## config.mk

```make
export PLATFORM = sky130hd
export DESIGN_NAME = rotation_angle_estimator
export DESIGN_NICKNAME = d
export VERILOG_FILES = /design/src/rae_pkg.sv /design/src/rae_fifo.sv /design/src/rae_front.sv /design/src/rae_div.sv /design/src/rae_back.sv /design/src/rotation_angle_estimator.sv
export SDC_FILE = /design/constraint.sdc
export NUM_CORES = 2
export LEC_CHECK = 0
export ABC_AREA = 1
export BUFFER_PORTS_ARGS = -buffer_cell sky130_fd_sc_hd__buf_2
export CAP_MARGIN = 30
export CORE_MARGIN = 2
export CORE_UTILIZATION = 30
export CTS_BUF_LIST = sky130_fd_sc_hd__clkbuf_16
export DETAILED_ROUTE_END_ITERATION = 12
export PLACE_DENSITY = 0.45
export SYNTH_ARGS = -nofsm -noshare
export SYNTH_HDL_FRONTEND = slang
export SYNTH_SLANG_ARGS = --single-unit
```

## constraint.sdc

```tcl
create_clock -name clk -period 8.5 [get_ports clk]
set_input_delay 0.425 -clock clk [delete_from_list [all_inputs] [get_ports clk]]
set_output_delay 0.425 -clock clk [all_outputs]
set_load 0.02 [all_outputs]
```

## src/rae_pkg.sv

```systemverilog
// ----------------------------------------------------------------------------
// rae_pkg
// Shared types and constants of the rotation angle estimator.
// ----------------------------------------------------------------------------
`default_nettype none

package rae_pkg;

  localparam int FRAC_BITS_DEF   = 7;
  localparam int SAMPLE_BITS_DEF = 12;
  localparam int LIGHT_W         = 12;
  localparam int TIME_W          = 32;
  localparam int ANGLE_W         = 16;

  localparam logic [LIGHT_W-1:0] THRESH_RESET   = 12'd3500;
  localparam logic [TIME_W-1:0]  DEBOUNCE_RESET = 32'd50000;
  localparam int                 FULL_TURN_DEG  = 360;
  localparam logic [TIME_W-1:0]  AVG_DIVISOR    = 32'd10;

  // x / 10 == (x * AVG_RECIP10) >> AVG_RECIP_SHIFT for any 32-bit x
  localparam logic [TIME_W-1:0]  AVG_RECIP10     = 32'hCCCC_CCCD;
  localparam int                 AVG_RECIP_SHIFT = 35;

  // request queue between front and back
  localparam int CMD_DEPTH = 2;

  // configuration register indexes
  localparam int CFG_IDX_W = 1;
  localparam logic [CFG_IDX_W-1:0] CFG_LIGHT_THRESHOLD = 1'd0;
  localparam logic [CFG_IDX_W-1:0] CFG_DEBOUNCE_US     = 1'd1;
  localparam int CFG_DATA_W = 32;

  localparam logic REQ_SAMPLE = 1'b0;
  localparam logic REQ_QUERY  = 1'b1;

  typedef struct packed {
    logic               req_type;
    logic [LIGHT_W-1:0] light_sample;
    logic [TIME_W-1:0]  time_us;
  } in_req_t;

  typedef struct packed {
    logic               pass_seen;
    logic [ANGLE_W-1:0] angle_deg_q7;
    logic               angle_ok;
    logic               angle_overrun;
    logic [TIME_W-1:0]  avg_lap_us;
  } out_res_t;

  // classified request handed from front to back
  typedef struct packed {
    logic              is_query;
    logic              bright;
    logic [TIME_W-1:0] time_us;
  } cmd_t;

endpackage

`default_nettype wire

```

## src/rae_fifo.sv

```systemverilog
// ----------------------------------------------------------------------------
// rae_fifo
// Short request queue decoupling the front from the back.
// ----------------------------------------------------------------------------
`default_nettype none

module rae_fifo
  import rae_pkg::*;
(
  input  wire logic clk,
  input  wire logic rst_n,
  input  wire logic push,
  input  wire cmd_t push_data,
  output logic      full,
  input  wire logic pop,
  output cmd_t      pop_data,
  output logic      empty
);

  localparam int PTR_W = (CMD_DEPTH > 1) ? $clog2(CMD_DEPTH) : 1;
  localparam int CNT_W = $clog2(CMD_DEPTH + 1);

  cmd_t             mem_r [CMD_DEPTH];
  logic [PTR_W-1:0] wr_ptr_r, rd_ptr_r;
  logic [CNT_W-1:0] cnt_r;
  logic             do_push, do_pop;

  assign full     = (cnt_r == CNT_W'(CMD_DEPTH));
  assign empty    = (cnt_r == '0);
  assign do_push  = push && !full;
  assign do_pop   = pop && !empty;
  assign pop_data = mem_r[rd_ptr_r];

  always_ff @(posedge clk) begin
    if (do_push) begin
      mem_r[wr_ptr_r] <= push_data;
    end
  end

  always_ff @(posedge clk) begin
    if (!rst_n) begin
      wr_ptr_r <= '0;
      rd_ptr_r <= '0;
      cnt_r    <= '0;
    end else begin
      if (do_push) begin
        wr_ptr_r <= (wr_ptr_r == PTR_W'(CMD_DEPTH - 1)) ? '0 : wr_ptr_r + 1'b1;
      end
      if (do_pop) begin
        rd_ptr_r <= (rd_ptr_r == PTR_W'(CMD_DEPTH - 1)) ? '0 : rd_ptr_r + 1'b1;
      end
      case ({do_push, do_pop})
        2'b10:   cnt_r <= cnt_r + 1'b1;
        2'b01:   cnt_r <= cnt_r - 1'b1;
        default: cnt_r <= cnt_r;
      endcase
    end
  end

endmodule

`default_nettype wire

```

## src/rae_front.sv

```systemverilog
// ----------------------------------------------------------------------------
// rae_front
// Configuration registers and request intake; classifies samples against
// the light threshold and queues requests for the back end.
// ----------------------------------------------------------------------------
`default_nettype none

module rae_front
  import rae_pkg::*;
#(
  parameter int SAMPLE_BITS = SAMPLE_BITS_DEF
) (
  input  wire logic                  clk,
  input  wire logic                  rst_n,
  input  wire logic                  cfg_valid,
  output logic                       cfg_ready,
  input  wire logic [CFG_IDX_W-1:0]  cfg_index,
  input  wire logic [CFG_DATA_W-1:0] cfg_data,
  input  wire logic                  in_push,
  input  wire in_req_t               in_data,
  input  wire logic                  fifo_full,
  output logic                       fifo_push,
  output cmd_t                       fifo_data,
  output logic [TIME_W-1:0]          debounce_us
);

  localparam int SB = (SAMPLE_BITS > LIGHT_W) ? LIGHT_W : SAMPLE_BITS;
  localparam logic [LIGHT_W-1:0] SAMPLE_MASK = LIGHT_W'((64'd1 << SB) - 64'd1);

  logic [LIGHT_W-1:0] thresh_r;
  logic [TIME_W-1:0]  debounce_r;
  logic [LIGHT_W-1:0] sample_used;

  assign cfg_ready   = 1'b1;
  assign debounce_us = debounce_r;

  always_ff @(posedge clk) begin
    if (!rst_n) begin
      thresh_r   <= THRESH_RESET;
      debounce_r <= DEBOUNCE_RESET;
    end else if (cfg_valid) begin
      unique case (cfg_index)
        CFG_LIGHT_THRESHOLD: thresh_r   <= cfg_data[LIGHT_W-1:0];
        CFG_DEBOUNCE_US:     debounce_r <= cfg_data[TIME_W-1:0];
        default:             thresh_r   <= thresh_r;
      endcase
    end
  end

  assign sample_used = in_data.light_sample & SAMPLE_MASK;

  assign fifo_push          = in_push && !fifo_full;
  assign fifo_data.is_query = (in_data.req_type == REQ_QUERY);
  assign fifo_data.bright   = (sample_used > thresh_r);
  assign fifo_data.time_us  = in_data.time_us;

endmodule

`default_nettype wire

```

## src/rae_div.sv

```systemverilog
// ----------------------------------------------------------------------------
// rae_div
// Restoring divider, one quotient bit per cycle.
// ----------------------------------------------------------------------------
`default_nettype none

module rae_div
  import rae_pkg::*;
#(
  parameter int DIV_W = 48
) (
  input  wire logic              clk,
  input  wire logic              rst_n,
  input  wire logic              start,
  input  wire logic [DIV_W-1:0]  dividend,
  input  wire logic [TIME_W-1:0] divisor,
  output logic                   done,
  output logic [DIV_W-1:0]       quotient
);

  localparam int CNT_W = $clog2(DIV_W + 1);

  logic [TIME_W-1:0] rem_r, den_r, rem_nxt;
  logic [DIV_W-1:0]  quo_r;
  logic [CNT_W-1:0]  cnt_r;
  logic              busy_r, done_r;
  logic [TIME_W:0]   trial;
  logic [TIME_W+1:0] diff;
  logic              ge;

  assign trial    = {rem_r, quo_r[DIV_W-1]};
  assign diff     = {1'b0, trial} - {2'b00, den_r};
  assign ge       = !diff[TIME_W+1];
  assign rem_nxt  = ge ? diff[TIME_W-1:0] : trial[TIME_W-1:0];
  assign done     = done_r;
  assign quotient = quo_r;

  always_ff @(posedge clk) begin
    if (start) begin
      rem_r <= '0;
      quo_r <= dividend;
      den_r <= divisor;
    end else if (busy_r) begin
      rem_r <= rem_nxt;
      quo_r <= {quo_r[DIV_W-2:0], ge};
    end
  end

  always_ff @(posedge clk) begin
    if (!rst_n) begin
      busy_r <= 1'b0;
      done_r <= 1'b0;
      cnt_r  <= '0;
    end else begin
      done_r <= 1'b0;
      if (start) begin
        busy_r <= 1'b1;
        cnt_r  <= CNT_W'(DIV_W);
      end else if (busy_r) begin
        cnt_r <= cnt_r - 1'b1;
        if (cnt_r == CNT_W'(1)) begin
          busy_r <= 1'b0;
          done_r <= 1'b1;
        end
      end
    end
  end

endmodule

`default_nettype wire

```

## src/rae_back.sv

```systemverilog
// ----------------------------------------------------------------------------
// rae_back
// Executes queued requests: passage detection, lap averaging and angle
// computation through a serial divider; holds the result register.
// ----------------------------------------------------------------------------
`default_nettype none

module rae_back
  import rae_pkg::*;
#(
  parameter int FRAC_BITS = FRAC_BITS_DEF
) (
  input  wire logic              clk,
  input  wire logic              rst_n,
  input  wire logic              fifo_empty,
  input  wire cmd_t              fifo_data,
  output logic                   fifo_pop,
  input  wire logic [TIME_W-1:0] debounce_us,
  output logic                   out_empty,
  input  wire logic              out_pop,
  output out_res_t               out_data
);

  localparam int TURN   = FULL_TURN_DEG << FRAC_BITS;
  localparam int TURN_W = $clog2(TURN + 1);
  localparam int DIV_W  = TIME_W + TURN_W;
  localparam logic [DIV_W-1:0] TURN_Q = DIV_W'(TURN);

  typedef enum logic [2:0] {
    ST_IDLE,
    ST_EVAL,
    ST_AVG_MUL,
    ST_AVG_UPD,
    ST_MULT,
    ST_DIV,
    ST_DONE
  } state_t;

  state_t            state_r;
  cmd_t              cmd_r;
  logic [TIME_W-1:0] elapsed_r, last_pass_r, avg_r;
  logic [DIV_W-1:0]  prod_r;
  out_res_t          res_r, out_r;
  logic              out_valid_r;
  logic              avg_neg_r;
  logic [TIME_W-1:0] avg_mag_r, avg_q_r;

  logic              pass_c;
  logic              div_start, div_done;
  logic [DIV_W-1:0]  div_quo, wrap1, wrap2;
  logic              overrun_c;
  logic [63:0]       recip_prod;
  logic [TIME_W-1:0] avg_nxt;
  logic              out_load;

  assign pass_c = !cmd_r.is_query && cmd_r.bright && (elapsed_r > debounce_us);

  // (avg*9 + lap)/10 == avg + floor((lap - avg)/10); a negative difference -m
  // gives avg - 1 - (m-1)/10, so only an unsigned 32-bit x/10 is needed
  assign recip_prod = 64'(avg_mag_r) * 64'(AVG_RECIP10);
  assign avg_nxt    = avg_r + (avg_neg_r ? ~avg_q_r : avg_q_r);

  assign div_start = (state_r == ST_MULT);

  rae_div #(
    .DIV_W(DIV_W)
  ) u_div (
    .clk      (clk),
    .rst_n    (rst_n),
    .start    (div_start),
    .dividend (prod_r),
    .divisor  (avg_r),
    .done     (div_done),
    .quotient (div_quo)
  );

  // one wrap, then saturate
  assign wrap1     = (div_quo >= TURN_Q) ? div_quo - TURN_Q : div_quo;
  assign overrun_c = (wrap1 >= TURN_Q);
  assign wrap2     = overrun_c ? TURN_Q - 1'b1 : wrap1;

  assign fifo_pop  = (state_r == ST_IDLE) && !fifo_empty;
  assign out_empty = !out_valid_r;
  assign out_data  = out_r;
  assign out_load  = (state_r == ST_DONE) && (!out_valid_r || out_pop);

  always_ff @(posedge clk) begin
    if (!rst_n) begin
      state_r     <= ST_IDLE;
      cmd_r       <= '0;
      elapsed_r   <= '0;
      last_pass_r <= '0;
      avg_r       <= '0;
      prod_r      <= '0;
      res_r       <= '0;
      out_r       <= '0;
      out_valid_r <= 1'b0;
      avg_neg_r   <= 1'b0;
      avg_mag_r   <= '0;
      avg_q_r     <= '0;
    end else begin
      if (out_load) begin
        out_valid_r <= 1'b1;
      end else if (out_pop) begin
        out_valid_r <= 1'b0;
      end
      unique case (state_r)
        ST_IDLE: begin
          if (!fifo_empty) begin
            cmd_r     <= fifo_data;
            elapsed_r <= fifo_data.time_us - last_pass_r;
            state_r   <= ST_EVAL;
          end
        end
        ST_EVAL: begin
          res_r <= {1'b0, ANGLE_W'(0), 1'b0, 1'b0, avg_r};
          if (cmd_r.is_query) begin
            if (avg_r == '0) begin
              state_r <= ST_DONE;
            end else begin
              prod_r  <= DIV_W'(elapsed_r) * TURN_Q;
              state_r <= ST_MULT;
            end
          end else if (pass_c) begin
            if (elapsed_r >= avg_r) begin
              avg_neg_r <= 1'b0;
              avg_mag_r <= elapsed_r - avg_r;
            end else begin
              avg_neg_r <= 1'b1;
              avg_mag_r <= avg_r + ~elapsed_r;
            end
            state_r <= ST_AVG_MUL;
          end else begin
            state_r <= ST_DONE;
          end
        end
        ST_AVG_MUL: begin
          avg_q_r <= TIME_W'(recip_prod[63:AVG_RECIP_SHIFT]);
          state_r <= ST_AVG_UPD;
        end
        ST_AVG_UPD: begin
          avg_r       <= avg_nxt;
          last_pass_r <= cmd_r.time_us;
          res_r       <= {1'b1, ANGLE_W'(0), 1'b0, 1'b0, avg_nxt};
          state_r     <= ST_DONE;
        end
        ST_MULT: begin
          state_r <= ST_DIV;
        end
        ST_DIV: begin
          if (div_done) begin
            res_r   <= {1'b0, wrap2[ANGLE_W-1:0], !overrun_c, overrun_c, avg_r};
            state_r <= ST_DONE;
          end
        end
        ST_DONE: begin
          if (out_load) begin
            out_r   <= res_r;
            state_r <= ST_IDLE;
          end
        end
        default: state_r <= ST_IDLE;
      endcase
    end
  end

endmodule

`default_nettype wire

```

## src/rotation_angle_estimator.sv

```systemverilog
// ----------------------------------------------------------------------------
// rotation_angle_estimator
// Angle of a spinning sensor from a once-per-turn light pulse.
//
// Input queue side: in_data carries a light sample or an angle query; it is
// taken when in_push is high and in_full is low. A two-entry request queue
// separates intake from execution, so requests keep flowing in while the
// back end is busy or a result waits.
// Result side: while out_empty is low, out_data holds the oldest result;
// out_pop takes it. If the receiver stalls, the finished result sits in the
// output register, the back end holds its next result, then the queue fills
// and in_full rises.
// Config port: cfg_valid/cfg_index/cfg_data, cfg_ready always high; write
// only while idle.
// From acceptance to out_empty low: a non-passage sample or a zero-average
// query is evaluated and done; a passage adds a reciprocal multiply for /10;
// a query at FRAC_BITS = 7 adds a 48-bit serial division, bit by bit. The
// back end starts the next request only once the output register is loaded.
// Reset (rst_n low, synchronous): threshold 3500, debounce 50000 us, last
// passage time and average lap zero, queues empty.
// ----------------------------------------------------------------------------
`default_nettype none

module rotation_angle_estimator
  import rae_pkg::*;
#(
  parameter int FRAC_BITS   = FRAC_BITS_DEF,
  parameter int SAMPLE_BITS = SAMPLE_BITS_DEF
) (
  input  wire logic                  clk,
  input  wire logic                  rst_n,
  input  wire logic                  cfg_valid,
  output logic                       cfg_ready,
  input  wire logic [CFG_IDX_W-1:0]  cfg_index,
  input  wire logic [CFG_DATA_W-1:0] cfg_data,
  input  wire logic                  in_push,
  output logic                       in_full,
  input  wire in_req_t               in_data,
  output logic                       out_empty,
  input  wire logic                  out_pop,
  output out_res_t                   out_data
);

  logic              fifo_push, fifo_full, fifo_pop, fifo_empty;
  cmd_t              fifo_wdata, fifo_rdata;
  logic [TIME_W-1:0] debounce_us;

  assign in_full = fifo_full;

  rae_front #(
    .SAMPLE_BITS(SAMPLE_BITS)
  ) u_front (
    .clk         (clk),
    .rst_n       (rst_n),
    .cfg_valid   (cfg_valid),
    .cfg_ready   (cfg_ready),
    .cfg_index   (cfg_index),
    .cfg_data    (cfg_data),
    .in_push     (in_push),
    .in_data     (in_data),
    .fifo_full   (fifo_full),
    .fifo_push   (fifo_push),
    .fifo_data   (fifo_wdata),
    .debounce_us (debounce_us)
  );

  rae_fifo u_fifo (
    .clk       (clk),
    .rst_n     (rst_n),
    .push      (fifo_push),
    .push_data (fifo_wdata),
    .full      (fifo_full),
    .pop       (fifo_pop),
    .pop_data  (fifo_rdata),
    .empty     (fifo_empty)
  );

  rae_back #(
    .FRAC_BITS(FRAC_BITS)
  ) u_back (
    .clk         (clk),
    .rst_n       (rst_n),
    .fifo_empty  (fifo_empty),
    .fifo_data   (fifo_rdata),
    .fifo_pop    (fifo_pop),
    .debounce_us (debounce_us),
    .out_empty   (out_empty),
    .out_pop     (out_pop),
    .out_data    (out_data)
  );

endmodule

`default_nettype wire

```

Word-level counts from Yosys, hierarchy flattened
Memories as Yosys holds them, arrays and structs flattened. A register that Yosys moved wholly into a read port is not among the register bits.
Cells that the tools add are included.
{"block": "classes", "addsub": 11, "mul": 2, "magnitude_cmp": 5, "n_eq_ne": 13, "muxes": 32, "bitwise_logic": 8, "n_reduce_logical": 31}
{"operator": "$pmux 51 s3", "count": 1}
{"operator": "$mux 48", "count": 3}
{"operator": "$ge 48x16->1 const B", "count": 2}
{"operator": "$mux 32", "count": 3}
{"operator": "$add 32x32->32", "count": 2}
{"operator": "$mul 32x32->64 const B", "count": 1}
{"operator": "$sub 32x32->32", "count": 2}
{"operator": "$mux 51", "count": 1}
{"operator": "$sub 48x16->48 const B", "count": 1}
{"operator": "$mul 32x6->38 const B", "count": 1}
{"operator": "$sub 33x32->34", "count": 1}
{"operator": "$ge 32x32->1", "count": 1}
{"operator": "$gt 32x32->1", "count": 1}
{"operator": "$logic_not 32->1", "count": 1}
{"operator": "$not 29->32", "count": 1}
{"operator": "$not 32->32", "count": 1}
{"operator": "$pmux 3 s7", "count": 1}
{"operator": "$mux 16", "count": 1}
{"operator": "$mux 3", "count": 5}
{"operator": "$mux 1", "count": 13}
{"operator": "$gt 12x12->1", "count": 1}
{"operator": "$mux 6", "count": 2}
{"operator": "$reduce_and 2->1", "count": 5}
{"operator": "$eq 3x3->1 const B", "count": 3}
{"operator": "24 further kinds", "count": 48}
{"block": "totals", "reg_bits": 504, "ram_bits": 68, "inputBits": 83, "out_inout_bits": 54, "wordCells": 138, "n_memories": 1}
{"memory": "u_fifo.mem_r", "words": 2, "width": 34, "read_ports": 1, "rd_clocked_by_memory_dff": 1, "wr": 1, "line": "rae_fifo.sv:23", "text": "cmd_t mem_r [CMD_DEPTH];"}

Longest topological paths before layout
{"block": "depth", "word_depth": 6, "mapped_depth": 33, "depth_no_buf": 32}

By module
Synthesis repeated with hierarchy kept, for this count alone.
{"block": "hier_totals", "hier_cells": 7364, "area_unflattened_um2": 56531.7}
{"mod": "rae_back", "instances": 1, "cells_per_inst": 5881, "area_each_um2": 43925.9, "seq_area_each_um2": 6726.5}
{"mod": "rae_div", "instances": 1, "cells_per_inst": 1061, "area_each_um2": 7561.0, "seq_area_each_um2": 3203.1}
{"mod": "rae_fifo", "instances": 1, "cells_per_inst": 146, "area_each_um2": 2857.7, "seq_area_each_um2": 2142.1}
{"mod": "rae_front", "instances": 1, "cells_per_inst": 276, "area_each_um2": 2187.1, "seq_area_each_um2": 880.8}

Least setup slack after synthesis
OpenSTA, ideal clock, no wires.
{"block": "synth_path", "kind": "register -> register", "from": "register u_back.avg_mag_r[20]", "to": "register u_back.avg_q_r[23]", "setup_ns": 0.109, "t_arrival_ns": 5.980, "t_required_ns": 8.391, "setup_slack_ns": 2.411, "path_stages_with_launch": 29, "path_buffers": 0, "period_less_slack_ns": 6.089, "path_cell_list": "dfxtp_1 ha_1 inv_1 fa_1 inv_1 fa_1 inv_1 fa_1 inv_1 fa_1 fa_1 fa_1 inv_1 fa_1 inv_1 ha_1 nand2_1 nor2_1 inv_1 nor4_1 nand3_1 nand3_1 nand2_1 inv_1 nor2_1 nand2_1 nand3_1 nand2_1 inv_1"}
{"block": "synth_between", "elab_chain_len": 1}
{"item": "from (decl)", "line": "rae_back.sv:46", "text": "logic [TIME_W-1:0] avg_mag_r, avg_q_r;"}
{"item": "from (signal assigned)", "line": "rae_back.sv:127", "text": "avg_mag_r <= elapsed_r - avg_r;"}
{"item": "from (signal assigned)", "line": "rae_back.sv:130", "text": "avg_mag_r <= avg_r + ~elapsed_r;"}
{"item": "$mul 32x32->64", "line": "rae_back.sv:60", "text": "assign recip_prod = 64'(avg_mag_r) * 64'(AVG_RECIP10);"}
{"item": "to (signal assigned)", "line": "rae_back.sv:138", "text": "avg_q_r <= TIME_W'(recip_prod[63:AVG_RECIP_SHIFT]);"}
{"item": "to (decl)", "line": "rae_back.sv:46"}
No other way between the ends.
A chain may end at the register's enable or synchronous reset.

Final worst setup path
{"block": "layout_path", "from": "register u_back.avg_mag_r[9]", "to": "register u_back.avg_q_r[12]"}
The elaborated chain is that of the path after synthesis.

==> results.md <==
- Sequential share of the synthesized area: 23.6%
- Area growth syn-to-layout: 11.7%
- Fillcell total: 19500
- Post-synthesis register bit count: 573
- Clk Latency, worst-skew pair: 0.71 ns
- CTS Buf Count: 73
- FMAX: 138 MHz
- Post-Synth XOR/XNOR Area: 3.96%
- Worst-path clk slew: 0.06 ns
- Iteration-0 DRC Markers: 3692
- Worst min path class: primary input to flip-flop
- Die Y: 432 um
- Fin. Hold Viols: 0
- Post-Synth Simple-Gate Area: 15.1%
- Post-CTS sizing: 0
- Primary FF master, synth: dfxtp_1
- Number of port buffers: 135
- Critical setup path kind: flip-flop to flip-flop
- Gate count after technology mapping: 7054
- Critical path, cell by cell: ha_1, xnor2_1, o22ai_1, fa_1, inv_1, fa_1, fa_1, inv_1, fa_1, fa_1, fa_1, ha_1, a21oi_1, o21ai_0, a21oi_1, o21ai_0, a21o_1, nand2_1, o21ai_0, nand2_1, nand2_1, o21ai_0, inv_1
- EDFF count, synth: 148
- Synthesized cell area: 54900 um^2
- Routed wire length: 198000 um
- Clk root buf: clkbuf_16
- Dpl hpwl: 164000 um
- Crit start category: flip-flop
- Final min period: 7.24 ns
- Synth Area in Compound Gates: 14.9%
- Switching Fraction: 50.6%
- GRT Total Usage: 21.0%
- Yosys warns: 0
- Most frequent cells in the layout: inv_1 (1439), nand2_1 (973), nor2_1 (693)
- Cell internal pwr: 0.00851 W
- Leading cell type in the layout, fill and taps excluded: inv_1
- Remaining antenna violation count: 0
- First-pass GRT wire length: 295000 um
- Mux contribution to synthesized area: 0.668%
- Cell repeated most along the worst path: fa_1
- Largest net degree at the start of global routing: 100
- Critical path arrival: 7.83 ns
- Comb pwr share: 59.3%
- Count of final setup violators: 0
- Row count: 156
- Post-DR wirelength/cell: 20.6 um
- Adder-cell area share of the yosys netlist: 30.6%
- CP bufs+invs: 3
- Clock sinks: 573
- Initial antenna violation count: 7
- Placer Congestion: 0.950
- H-tree lvl count: 3
- Placed cell area: 58200 um^2
- CTS max path bufs: 3
- Synthesized area per cell: 7.78 um^2
- Crit path max-delay family: adder cells
- Chip Width: 432 um
- Area of all placed cells without fillers: 61300 um^2
- CP max stage delay: 0.61 ns
- Ys async rst share: 0%
- Drt first pass iters: 6
- P_leak: 30.6 nW
- Skew final: 0.0530 ns
- Tcrit/Tclk final: 85.2%
- Final Max Tran Viols: 0
- PD cells: 281 nW/um^2
- Status: completed
- Net count, final: 8341
- # DRC: 0
- Vias: 46500
- Ratio of cells with drive above 1 in the final layout: 5.66%
- Post-synth cell types: 58
- TNS Setup: 0 ns
- Vias per cell: 4.84
- Flop pwr share: 22.7%
- Grt total ovfl: 0
- Number of global-route vias before repair: 46000
- Worst-path maximum fanout: 8
- Slew headroom: 40.3%
- CTS tree: built
- Worst setup EP type: flip-flop
- Hold slack: 0.0611 ns
- Post-Syn Nets: 8209
- Boundary Pins: 137
- RSZ-0062 raised after global routing: false
- Max IR drop VDD: 0.225 mV
- Die Area: 186000 um^2
- Starting Density: 30.3%
- Clock power share: 18.0%
- Slew @ Worst Pin: 0.886 ns
- Core area: 181000 um^2
- WP data required: 9.09 ns
- Largest family of logic cells by synthesized area: adder cells
- Max Cap Viol: 0
- Switching power: 0.00872 W
- Slowest CP cell: fa_1
per-layer routing:
metal  GRT usage (%)  vias up  wire length (um)
li1                -    22800                 -
met1            31.1    22400             98500
met2            32.3     1102             85100
met3            2.64      184              9590
met4            4.90        2              4840
met5               0        -                18
flip-flops by register name (all words and copies together), names as in the netlist, 3 cells and up, named ones only:
register               flops
u_back.avg_r              32
u_back.u_div.den_r        32
u_back.u_div.cnt_r         6
u_back.last_pass_r        32
u_back.cmd_r              34
u_back.out_data           51
u_back.avg_mag_r          32
u_fifo.mem_r              68
u_front.debounce_us       32
u_front.thresh_r          12
u_back.prod_r             38
u_back.u_div.rem_r        32
u_back.elapsed_r          32
u_back.u_div.quotient     48
u_back.state_r             3
u_back.res_r              51
u_back.avg_q_r            29
metrics by stage:
| step | setup slack (ns) | utilization [%] | instances | power (W) |
|---|---|---|---|---|
| 5_1_grt | 0.931 | 33.8 | 9617 | 0.0187 |
| 3_3_place_gp | 1.36 | 32.1 | 9416 | 0.0141 |
| 3_5_place_dp | 1.37 | 32.2 | 9421 | 0.0141 |
| 4_1_cts | 1.34 | 33.8 | 9615 | 0.0173 |
| 6_report | 1.26 | 33.8 | 9619 | 0.0172 |
| 2_1_floorplan | 2.41 | - | 7054 | 0.0107 |
synth_stat cells, drive strengths merged, types with 11 or more instances:
cell | instances | area [um^2]
mux2 | 29 | 327
buf | 27 | 151
nand2 | 985 | 3740
or2 | 12 | 75.1
edfxtp | 148 | 4440
o21bai | 62 | 465
o211ai | 53 | 398
inv | 1431 | 5370
a21oi | 566 | 2870
a31oi | 33 | 206
o21a | 17 | 128
a21boi | 15 | 113
a21o | 51 | 383
nor2 | 716 | 2760
xnor2 | 63 | 552
o21ai | 636 | 3200
nand3 | 176 | 906
fa | 448 | 8970
ha | 624 | 7810
nand4 | 35 | 219
clkbuf | 160 | 601
nor3 | 48 | 252
nor4 | 22 | 138
xor2 | 185 | 1620
dfxtp | 425 | 8510
a221oi | 11 | 96.3
cell families (layout without fill, tap and decap cells):
| logic type | count (synthesis) | count (layout) |
|---|---|---|
| AOI/OAI and AO/OA | 1486 | 1486 |
| xor gates and xnor gates | 248 | 248 |
| adders and majority gates | 1072 | 1072 |
| buffers and inverters | 1621 | 1814 |
| DFF | 573 | 573 |
| muxes | 33 | 33 |
| other | 1 | 3 |
| and+or+nand+nor | 2020 | 2020 |
layout make-up:
cell class / count / area, um^2 / share of cell area (%)
inverter: 1434 / 5390 / 8.79
clock inverter: 62 / 532 / 0.868
tap: 2370 / 2970 / 4.84
sequential: 573 / 13000 / 21.1
clock buffer: 74 / 1850 / 3.02
multi-input combinational: 4860 / 35800 / 58.5
antenna: 2 / 5.00 / 0.00817
timing repair buffer: 244 / 1740 / 2.84
tightest hold or removal path, delay by kind of cell:
kind	cells	cell delay (ns)
AO/OA/AOI/OAI	2	0.18
buffers and inverters	1	0.11
worst paths after layout:
path,start,endpoint,slack (ns),cells past startpoint
setup / recovery,u_back.avg_mag_r[9],u_back.avg_q_r[12],1.26,23
hold / removal,cfg_data[26],u_front.debounce_us[26],0.06,3
setup reg to reg,u_back.avg_mag_r[9],u_back.avg_q_r[12],1.26,23
hold reg to reg,u_back.cmd_r[17],u_back.last_pass_r[17],0.44,2
power groups by stage:
| stage | clock, W | sequential (W) | combinational [W] |
|---|---|---|---|
| after floorplan | 0 | 0.00371 | 0.00697 |
| final | 0.00310 | 0.00391 | 0.0102 |
| after detailed placement | 0 | 0.00396 | 0.0101 |
| after CTS | 0.00321 | 0.00391 | 0.0102 |
| after global routing | 0.00331 | 0.00396 | 0.0115 |
| after global placement | 0 | 0.00395 | 0.0101 |
what timing repair did:
action / CTS / global route
buffers inserted: 0 / 0
hold endpoints to repair: 101 / 0
hold buffers: 58 / 0
(Power assumes the default switching activity.)
